--- src/hw/rtl/psa_pkg.sv ---
// psa_pkg: shared types and constants for the port slot allocator.
// Used by psa_cell, port_slot_allocator and psa_checker.
package psa_pkg;

    localparam int SLOT_W = 4;
    localparam int PORT_W = 8;
    localparam int STAT_W = 2;

    localparam logic CMD_ALLOC   = 1'b0;
    localparam logic CMD_RELEASE = 1'b1;

    localparam logic [STAT_W-1:0] STAT_OK    = 2'd0;
    localparam logic [STAT_W-1:0] STAT_RANGE = 2'd1;
    localparam logic [STAT_W-1:0] STAT_BUSY  = 2'd2;

    typedef enum logic [1:0] {
        ST_IDLE,
        ST_SCAN,
        ST_COMMIT
    } t_state;

    // scan results handed from cell to cell
    typedef struct packed {
        logic lf_valid;
        logic hint_occ;
        logic port_occ;
    } t_link_flags;

    // occupancy write broadcast to all cells
    typedef struct packed {
        logic en;
        logic val;
    } t_cell_wr;

endpackage

--- src/hw/rtl/psa_cell.sv ---
// psa_cell: one occupancy bit of the slot table plus one stage of the scan chain.
// Depends on psa_pkg.
module psa_cell #(
    parameter int IDX_W    = 4,
    parameter int CELL_IDX = 0
) (
    input  logic                  i_clk,
    input  logic                  i_rst_n,
    input  logic                  i_tok,
    input  psa_pkg::t_link_flags  i_link,
    input  logic [IDX_W-1:0]      i_lf_idx,
    input  logic [IDX_W-1:0]      i_hint,
    input  logic [IDX_W-1:0]      i_port_idx,
    input  psa_pkg::t_cell_wr     i_wr,
    input  logic [IDX_W-1:0]      i_wr_idx,
    output logic                  o_tok,
    output psa_pkg::t_link_flags  o_link,
    output logic [IDX_W-1:0]      o_lf_idx
);
    import psa_pkg::*;

    localparam logic [IDX_W-1:0] MY_IDX = IDX_W'(CELL_IDX);

    logic             r_occ;
    logic             n_occ;
    logic             r_tok;
    t_link_flags      r_link;
    t_link_flags      n_link;
    logic [IDX_W-1:0] r_lf_idx;
    logic [IDX_W-1:0] n_lf_idx;

    always_comb begin
        n_occ = r_occ;
        if (i_wr.en && (i_wr_idx == MY_IDX)) begin
            n_occ = i_wr.val;
        end
    end

    always_comb begin
        n_link   = i_link;
        n_lf_idx = i_lf_idx;
        if (!r_occ && !i_link.lf_valid) begin
            n_link.lf_valid = 1'b1;
            n_lf_idx        = MY_IDX;
        end
        if (i_hint == MY_IDX) begin
            n_link.hint_occ = r_occ;
        end
        if (i_port_idx == MY_IDX) begin
            n_link.port_occ = r_occ;
        end
    end

    always_ff @(posedge i_clk) begin
        if (!i_rst_n) begin
            r_occ <= 1'b0;
            r_tok <= 1'b0;
        end else begin
            r_occ <= n_occ;
            r_tok <= i_tok;
        end
    end

    // scan data only moves with the token, then holds for the commit
    always_ff @(posedge i_clk) begin
        if (i_tok) begin
            r_link   <= n_link;
            r_lf_idx <= n_lf_idx;
        end
    end

    assign o_tok    = r_tok;
    assign o_link   = r_link;
    assign o_lf_idx = r_lf_idx;

endmodule

--- src/hw/rtl/port_slot_allocator.sv ---
// port_slot_allocator: top level, grants the hint slot if free, else the lowest free slot.
// A command scans the slot table by passing a token down the chain of NUM_SLOTS cells
// and commits when the token leaves the last cell. One item in flight: the next input
// is accepted only once the result is committed and the block is back in idle.
// Reset (i_rst_n low, synchronous) frees every slot, zeroes the hint, drops tvalid.
// Depends on psa_pkg and psa_cell.
module port_slot_allocator #(
    parameter int NUM_SLOTS = 16
) (
    input  logic        i_clk,
    input  logic        i_rst_n,
    input  logic        s_axis_tvalid,
    output logic        s_axis_tready,
    input  logic [15:0] s_axis_tdata,   // [0] command, [8:1] port_number, [15:9] zero
    output logic        m_axis_tvalid,
    input  logic        m_axis_tready,
    output logic [7:0]  m_axis_tdata    // [1:0] status, [5:2] slot, [7:6] zero
);
    import psa_pkg::*;

    localparam int IDX_W = (NUM_SLOTS > 1) ? $clog2(NUM_SLOTS) : 1;
    localparam logic [IDX_W-1:0] LAST_IDX = IDX_W'(NUM_SLOTS - 1);
    localparam logic [PORT_W:0]  NUM_EXT  = (PORT_W + 1)'(NUM_SLOTS);

    t_state              r_state;
    t_state              n_state;
    logic                r_cmd;
    logic [PORT_W-1:0]   r_port;
    logic [IDX_W-1:0]    r_hint;
    logic [IDX_W-1:0]    n_hint;
    logic                r_start;
    logic                r_out_valid;
    logic [STAT_W-1:0]   r_out_status;
    logic [SLOT_W-1:0]   r_out_slot;

    logic                s_accept;
    logic                commit_fire;
    logic [STAT_W-1:0]   c_status;
    logic [SLOT_W-1:0]   c_slot;
    t_cell_wr            c_wr;
    logic [IDX_W-1:0]    c_wr_idx;
    logic [IDX_W-1:0]    given;
    logic [IDX_W-1:0]    port_idx;
    logic                alloc_busy;
    logic                port_range;
    logic                rel_ok;

    logic                tok     [NUM_SLOTS+1];
    t_link_flags         link    [NUM_SLOTS+1];
    logic [IDX_W-1:0]    lf_idx  [NUM_SLOTS+1];

    assign s_axis_tready = (r_state == ST_IDLE);
    assign s_accept      = s_axis_tvalid && s_axis_tready;
    assign port_idx      = r_port[IDX_W-1:0];

    assign tok[0]    = r_start;
    assign link[0]   = '0;
    assign lf_idx[0] = '0;

    for (genvar g = 0; g < NUM_SLOTS; g++) begin : g_cell
        psa_cell #(
            .IDX_W    (IDX_W),
            .CELL_IDX (g)
        ) u_cell (
            .i_clk      (i_clk),
            .i_rst_n    (i_rst_n),
            .i_tok      (tok[g]),
            .i_link     (link[g]),
            .i_lf_idx   (lf_idx[g]),
            .i_hint     (r_hint),
            .i_port_idx (port_idx),
            .i_wr       (c_wr),
            .i_wr_idx   (c_wr_idx),
            .o_tok      (tok[g+1]),
            .o_link     (link[g+1]),
            .o_lf_idx   (lf_idx[g+1])
        );
    end

    always_comb begin
        n_state = r_state;
        case (r_state)
            ST_IDLE: begin
                if (s_accept) begin
                    n_state = ST_SCAN;
                end
            end
            ST_SCAN: begin
                if (tok[NUM_SLOTS]) begin
                    n_state = ST_COMMIT;
                end
            end
            ST_COMMIT: begin
                if (commit_fire) begin
                    n_state = ST_IDLE;
                end
            end
            default: n_state = ST_IDLE;
        endcase
    end

    always_comb begin
        commit_fire = (r_state == ST_COMMIT) && (!r_out_valid || m_axis_tready);
        alloc_busy  = link[NUM_SLOTS].hint_occ && !link[NUM_SLOTS].lf_valid;
        given       = (link[NUM_SLOTS].hint_occ && link[NUM_SLOTS].lf_valid) ?
                      lf_idx[NUM_SLOTS] : r_hint;
        port_range  = ({1'b0, r_port} >= NUM_EXT);
        rel_ok      = !port_range && link[NUM_SLOTS].port_occ;
        n_hint      = r_hint;
        c_wr        = '0;
        c_wr_idx    = port_idx;
        if (r_cmd == CMD_ALLOC) begin
            c_slot   = SLOT_W'(given);
            c_status = alloc_busy ? STAT_BUSY : STAT_OK;
            c_wr_idx = given;
            c_wr.val = 1'b1;
            c_wr.en  = commit_fire && !alloc_busy;
            if (commit_fire) begin
                n_hint = (given == LAST_IDX) ? '0 : given + 1'b1;
            end
        end else begin
            c_slot   = r_port[SLOT_W-1:0];
            c_status = port_range ? STAT_RANGE : (rel_ok ? STAT_OK : STAT_BUSY);
            c_wr.val = 1'b0;
            c_wr.en  = commit_fire && rel_ok;
            if (commit_fire && rel_ok && (port_idx < r_hint)) begin
                n_hint = port_idx;
            end
        end
    end

    always_ff @(posedge i_clk) begin
        if (!i_rst_n) begin
            r_state     <= ST_IDLE;
            r_hint      <= '0;
            r_start     <= 1'b0;
            r_out_valid <= 1'b0;
        end else begin
            r_state <= n_state;
            r_hint  <= n_hint;
            r_start <= s_accept;
            if (commit_fire) begin
                r_out_valid <= 1'b1;
            end else if (m_axis_tready) begin
                r_out_valid <= 1'b0;
            end
        end
    end

    always_ff @(posedge i_clk) begin
        if (s_accept) begin
            r_cmd  <= s_axis_tdata[0];
            r_port <= s_axis_tdata[PORT_W:1];
        end
        if (commit_fire) begin
            r_out_status <= c_status;
            r_out_slot   <= c_slot;
        end
    end

    assign m_axis_tvalid = r_out_valid;
    assign m_axis_tdata  = {2'b00, r_out_slot, r_out_status};

endmodule

--- config.mk ---
export PLATFORM = sky130hd
export DESIGN_NAME = port_slot_allocator
export DESIGN_NICKNAME = d
export VERILOG_FILES = /design/src/hw/rtl/psa_pkg.sv /design/src/hw/rtl/psa_cell.sv /design/src/hw/rtl/port_slot_allocator.sv
export SDC_FILE = /design/constraint.sdc
export NUM_CORES = 1
export LEC_CHECK = 0
export BUFFER_PORTS_ARGS = -buffer_cell sky130_fd_sc_hd__buf_2
export CAP_MARGIN = 20
export CORE_MARGIN = 5
export CORE_UTILIZATION = 48
export DETAILED_ROUTE_END_ITERATION = 10
export PLACE_DENSITY = 0.73
export SKIP_CTS_REPAIR_TIMING = 1
export SLEW_MARGIN = 0
export SYNTH_ARGS = -nofsm -noshare
export SYNTH_HDL_FRONTEND = slang
export SYNTH_SLANG_ARGS = --single-unit
--- constraint.sdc ---
create_clock -name i_clk -period 2.3 [get_ports i_clk]
set_input_delay 0.23 -clock i_clk [delete_from_list [all_inputs] [get_ports i_clk]]
set_output_delay 0.23 -clock i_clk [all_outputs]
set_load 0.03 [all_outputs]
### Word level (Yosys, flattened, before mapping)

Cells that the tools add are included.

* flip-flop bits (word level): 152
* logic and storage cells: 288

* add/sub/neg operators: 1
* $lt $le $gt $ge: 2
* equality and inequality tests: 52
* multiplexer cells: 48
* reductions and logical operators: 82

Operators by type and width (number)
* 4-bit == test (second input constant): 25
* 4-bit by 3-bit == test with 1-bit output (second input constant): 12
* 1-bit logical AND: 39
* 1-bit zero test: 34
* 1-bit two-way mux: 33
* 4-bit by 2-bit == test with 1-bit output (second input constant): 6
* 4-bit two-way mux: 6
* 2-bit two-way mux: 8
* 4-bit by 1-bit == test with 1-bit output (second input constant): 3
* 4-bit zero test: 3
* 8-bit by 5-bit >= comparator with 1-bit output (second input constant): 1
* 2-bit by 1-bit != test with 1-bit output (second input constant): 3
* 2-bit one-hot mux with 3 select lines: 1
* 4-bit by 1-bit adder with 4-bit output (second input constant): 1
* 4-bit < comparator: 1
* 2-bit nonzero test: 2
* 3-bit AND reduction: 1
* 2-bit by 1-bit == test with 1-bit output (second input constant): 1
* 2-bit == test (second input constant): 1
* 2-bit zero test: 1
* 2-bit != test (second input constant): 1
* 2-bit AND reduction: 1
* 1-bit logical OR: 1

### Logic depth before layout (Yosys ltp)

* depth after elaboration: 7
* mapped depth: 8
* mapped depth without buffers: 7

### Modules after synthesis

Synthesis repeated with hierarchy kept, for this count alone.

* cells, all modules: 486
* area total of the unflattened synthesis: 7008.0 µm²

Modules (own cells, without submodules)
* psa_cell at g_cell[10].u_cell ...: instances 4, cells an instance 24, area each 374.1 µm², sequential area each 250.2 µm²
* port_slot_allocator: instances 1, cells an instance 94, area each 1119.8 µm², sequential area each 610.6 µm²
* psa_cell at g_cell[4].u_cell ...: instances 2, cells an instance 24, area each 386.6 µm², sequential area each 250.2 µm²
* psa_cell at g_cell[1].u_cell ...: instances 2, cells an instance 25, area each 371.6 µm², sequential area each 250.2 µm²
* psa_cell at g_cell[11].u_cell ...: instances 2, cells an instance 24, area each 360.3 µm², sequential area each 250.2 µm²
* psa_cell at g_cell[12].u_cell ...: instances 2, cells an instance 27, area each 359.1 µm², sequential area each 250.2 µm²
* psa_cell at g_cell[13].u_cell ...: instances 2, cells an instance 24, area each 356.6 µm², sequential area each 250.2 µm²
* psa_cell at g_cell[0].u_cell: instances 1, cells an instance 24, area each 369.1 µm², sequential area each 250.2 µm²
* psa_cell at g_cell[15].u_cell: instances 1, cells an instance 24, area each 354.1 µm², sequential area each 250.2 µm²

### Least setup slack after synthesis

No wires, ideal clock.

* kind: register -> register
* from: register r_hint[1]
* to: register r_hint[3]
* library setup time: 0.059 ns
* arrival time: 1.971 ns
* path slack: 0.269 ns
* cell stages (with the launch flop): 8
* path buffers: 1
* cell sequence: dfxtp_1 > clkbuf_1 > inv_1 > ha_1 > a211o_1 > a2111oi_2 > or2_2 > a41o_1

* cells in the longest elaborated chain, start to end: 5

RTL lines
* from (decl): line port_slot_allocator.sv:29 `logic [IDX_W-1:0] r_hint;`
* from (signal assigned): line port_slot_allocator.sv:140 `r_hint <= n_hint;`
* 4-bit two-way mux: line port_slot_allocator.sv:105 `given = (link[NUM_SLOTS].hint_occ && link[NUM_SLOTS].lf_valid) ?`
* 4-bit by 1-bit adder with 4-bit output or 4-bit == test (tied branches): line port_slot_allocator.sv:119 `n_hint = (given == LAST_IDX) ? '0 : given + 1'b1;`
* 4-bit two-way mux: line port_slot_allocator.sv:119
* 4-bit two-way mux: line port_slot_allocator.sv:118 `if (commit_fire) begin`
* 4-bit two-way mux: line port_slot_allocator.sv:112 `if (r_cmd == CMD_ALLOC) begin`

Several ways; a longest one is shown, not always the timed one. The select of a mux whose other input is x is not followed.
A chain may end at the register's enable or synchronous reset.

### Worst setup path in the final report

* from: register r_cmd
* to: register g_cell[5].u_cell.r_occ

* cells in the longest elaborated chain, start to end: 3

RTL lines
* from (decl): line port_slot_allocator.sv:27 `logic r_cmd;`
* from (signal assigned): line port_slot_allocator.sv:152 `r_cmd <= s_axis_tdata[0];`
* 4-bit two-way mux: line port_slot_allocator.sv:112
* 4-bit by 3-bit == test with 1-bit output: line psa_cell.sv:34 `if (i_wr.en && (i_wr_idx == MY_IDX)) begin`
* 1-bit logical AND: line psa_cell.sv:34
* to (signal assigned): line psa_cell.sv:59 `r_occ <= n_occ;`
* to (decl): line psa_cell.sv:24 `logic r_occ;`

Several ways; a longest one is shown, not always the timed one.

==> flow_metrics.env <==
export IMPL_chipHeight_um=123.6
export IMPL_synth_top_area_cell="edfxtp_1"
export IMPL_reg2reg_setup_slack_ns=0.16
export IMPL_coreArea_um2=12620
export IMPL_clk_latency_ns=0.43
export IMPL_synth_area_um2=6191
export IMPL_htree_num_levels=4
export IMPL_status="finished, final reports clean"
export IMPL_place_congestion=0.9101
export IMPL_vias=3823
export IMPL_antenna_found_initial=0
export IMPL_rr_startpoint="r_cmd$_DFFE_PP_"
export IMPL_multi_input_area_um2=1917
export IMPL_crit_type="reg2reg"
export IMPL_rows=41
export IMPL_seqCellArea_um2=4164
export IMPL_seqPwrFrac_pct=48.8
export IMPL_p_per_area_nw_per_um2=831.8
export IMPL_min_path_type="in2reg"
export IMPL_io_buffers=20
export IMPL_worstHoldEndpoint="r_state[0]$_SDFFE_PN0P_"
export IMPL_vias_per_cell=5.509
export IMPL_cts_sinks=152
export IMPL_ys_types=47
export IMPL_synth_common_cells="edfxtp_1 (112), nor2_1 (41), dfxtp_1 (40), mux2_2 (31), nand2b_1 (29)"
export IMPL_whs_ns=0.09089
export IMPL_hold_depth=3
export IMPL_r2r_end="g_cell[5].u_cell.r_occ$_SDFFE_PN0P_"
export IMPL_ys_seq_area_share_pct=67.26
export IMPL_gr_total_overflow=0
export IMPL_post_synth_top_count_cell="edfxtp_1"
export IMPL_grt_max_degree=28
export IMPL_wl_per_cell_um=17.62
export IMPL_finClkSkew_ns=0.01770
export IMPL_cts_tree="yes"
export IMPL_track_usage_pct=17.40
export IMPL_areaGrowthSynthToFinish_pct=17.40
export IMPL_drc=0
export IMPL_design_die_area_um2=15270
export IMPL_switching_share_pct=20.21
export IMPL_setup_tns_ns=0
export IMPL_netlist_area_leader_share_pct=54.32
export IMPL_ios=30
export IMPL_drt_initial_drc_count=376
export IMPL_worst_path_max_delay_cell="edfxtp_1"
export IMPL_fin_crit_ns=2.142
export IMPL_nNetsFinal=533
export IMPL_synth_main_ff_cell="edfxtp_1"
export IMPL_power_frac_clock_pct=48.5
export IMPL_path_max_fanout=10
export IMPL_yosys_warnings=0
export IMPL_synth_area_per_cell_um2=13.43
export IMPL_report_final_slew_viol_count=0
export IMPL_synth_area_leaders="edfxtp_1 (54%), dfxtp_1 (13%), mux2_2 (5.6%)"
export IMPL_grt_pass1_wl_um=19650
export IMPL_comb_power_share_pct=2.7
export IMPL_synth_edf_count=112
export IMPL_tightest_slew_ns=0.5517
export IMPL_instances_no_fill=694
export IMPL_p_leak_nw=2.535
export IMPL_hold_viol=0
export IMPL_cts_path_max_buffers=2
export IMPL_synth_seq_cells=152
export IMPL_relSlewSlack_pct=63.15
export IMPL_synth_cells=461
export IMPL_wirelength_um=12230
export IMPL_power_internal_mw=4.824
export IMPL_initial_utilization_pct=49.06
export IMPL_setup_violations_final=0
export IMPL_power_switching_mw=1.222
export IMPL_endpoint_kind="flip-flop"
export IMPL_max_stage_delay_ns=0.54
export IMPL_max_freq_ghz=0.4668
export IMPL_arrival_ns=2.44
export IMPL_required_ns=2.60
export IMPL_dp_cells=652
export IMPL_ys_async_sr_fraction_pct=0
export IMPL_dp_hpwl_um=8400
export IMPL_cap_violations=0
export IMPL_rsz0062_at_grt="false"
export IMPL_min_delay_start="s_axis_tvalid"
export IMPL_cts_reportedPaths_clkPinSlew_ns=0.06
export IMPL_cts_inserted_buffers=17
export IMPL_root_buffer="clkbuf_16"
export IMPL_grt_pass1_vias=3776
export IMPL_num_antenna_cells=0
export IMPL_firstDrtPassIters=5
export IMPL_die_w_um=123.6
export IMPL_drive_gt1_share_pct=24.71
export IMPL_drtAntennaViolNets=0
export IMPL_rr_worst_depth=5
export IMPL_fill_cells=1046
export IMPL_period_share_pct=93.13
export IMPL_worstPathCellList="buf_4 -> o31ai_1 -> nand2_1 -> o311ai_0 -> o41ai_1"
export IMPL_start_kind="flip-flop"
export IMPL_vdd_drop_max_mv=0.7044
-- per-stage QoR --
stage,instance area (µm²),utilization (%),setup WS (ns),power [mW]
detailed placement,6543,51.84,0.08688,3.154
global route,7268,57.59,0.02043,6.232
finish,7268,57.59,0.1579,6.046
global placement,6543,51.84,0.2001,3.148
CTS,7171,56.82,0.06063,6.073
floorplan,6195,-,0.2693,3.095
-- cell families (layout without fill, tap and decap cells) --
logic type | after synthesis | after routing | synth area share [%]
AND/OR/NAND/NOR | 183 | 183 | 16.11
flip-flops | 152 | 152 | 67.26
AO/OA/AOI/OAI | 59 | 59 | 7.660
multiplexers | 34 | 34 | 6.124
buffers and inverters | 27 | 87 | 1.839
adder cells (fa/ha/maj) | 4 | 4 | 0.8084
other | 1 | 2 | 0.06057
XOR/XNOR | 1 | 1 | 0.1415
-- state kept, by name, indices dropped and copies added (netlist names), 2 cells and up --
signal / flops
g_cell.u_cell.o_lf_idx: 49
g_cell.u_cell.o_link: 48
g_cell.u_cell.o_tok: 16
g_cell.u_cell.r_occ: 16
r_hint: 4
r_out_slot: 4
r_out_status: 2
r_port: 8
r_state: 2
-- cells in the final DEF, fill, tap and decap left out, drive strengths merged, types with 6 or more instances in the layout --
cell / count
nor3: 13
and2: 17
o211ai: 10
inv: 13
o311ai: 6
dlygate4sd3: 9
nor2b: 17
nand2b: 29
dfxtp: 40
nand2: 19
mux2: 31
buf: 35
or2: 28
clkbuf: 19
edfxtp: 112
o31ai: 14
nor2: 41
-- layout make-up --
cell class	instances	area share (%)
sequential	152	57.29
multi-input combinational	283	26.37
clock buffer	19	5.956
timing repair buffer	44	4.166
tap	172	2.961
clock inverter	13	2.685
inverter	11	0.5681
-- power groups by stage --
stage / registers (mW) / logic [mW] / clock network [mW]
finish: 2.95 / 0.165 / 2.93
global route: 2.95 / 0.178 / 3.11
CTS: 2.95 / 0.149 / 2.98
detailed placement: 3.01 / 0.148 / 0
global placement: 3.01 / 0.143 / 0
floorplan: 3.00 / 0.0944 / 0
-- worst max-delay path by stage --
stage | startpoint | to | slack (ns)
floorplan | r_hint[1]$_SDFFE_PN0P_ | r_hint[3]$_SDFFE_PN0P_ | 0.27
global placement | r_port[7]$_DFFE_PP_ | g_cell[9].u_cell.r_occ$_SDFFE_PN0P_ | 0.20
detailed placement | r_port[7]$_DFFE_PP_ | g_cell[9].u_cell.r_occ$_SDFFE_PN0P_ | 0.09
CTS | r_port[7]$_DFFE_PP_ | g_cell[9].u_cell.r_occ$_SDFFE_PN0P_ | 0.06
global route | r_cmd$_DFFE_PP_ | g_cell[5].u_cell.r_occ$_SDFFE_PN0P_ | 0.02
finish | r_cmd$_DFFE_PP_ | g_cell[5].u_cell.r_occ$_SDFFE_PN0P_ | 0.16
-- critical path: cells and delay by family (launching register included) --
kind	cells	cell delay, ns
and+or+nand+nor	1	0.30
DFF	1	0.54
AOI/OAI and AO/OA	3	0.92
buffers and inverters	1	0.24
-- layer usage --
| metal | track usage [%] | share of wire (%) |
|---|---|---|
| met4 | 7.266 | 2.2 |
| met2 | 27.56 | 49 |
| met5 | 0 | 0 |
| met3 | 4.768 | 6.3 |
| met1 | 22.74 | 43 |
Power figures use the tool's default switching activity.
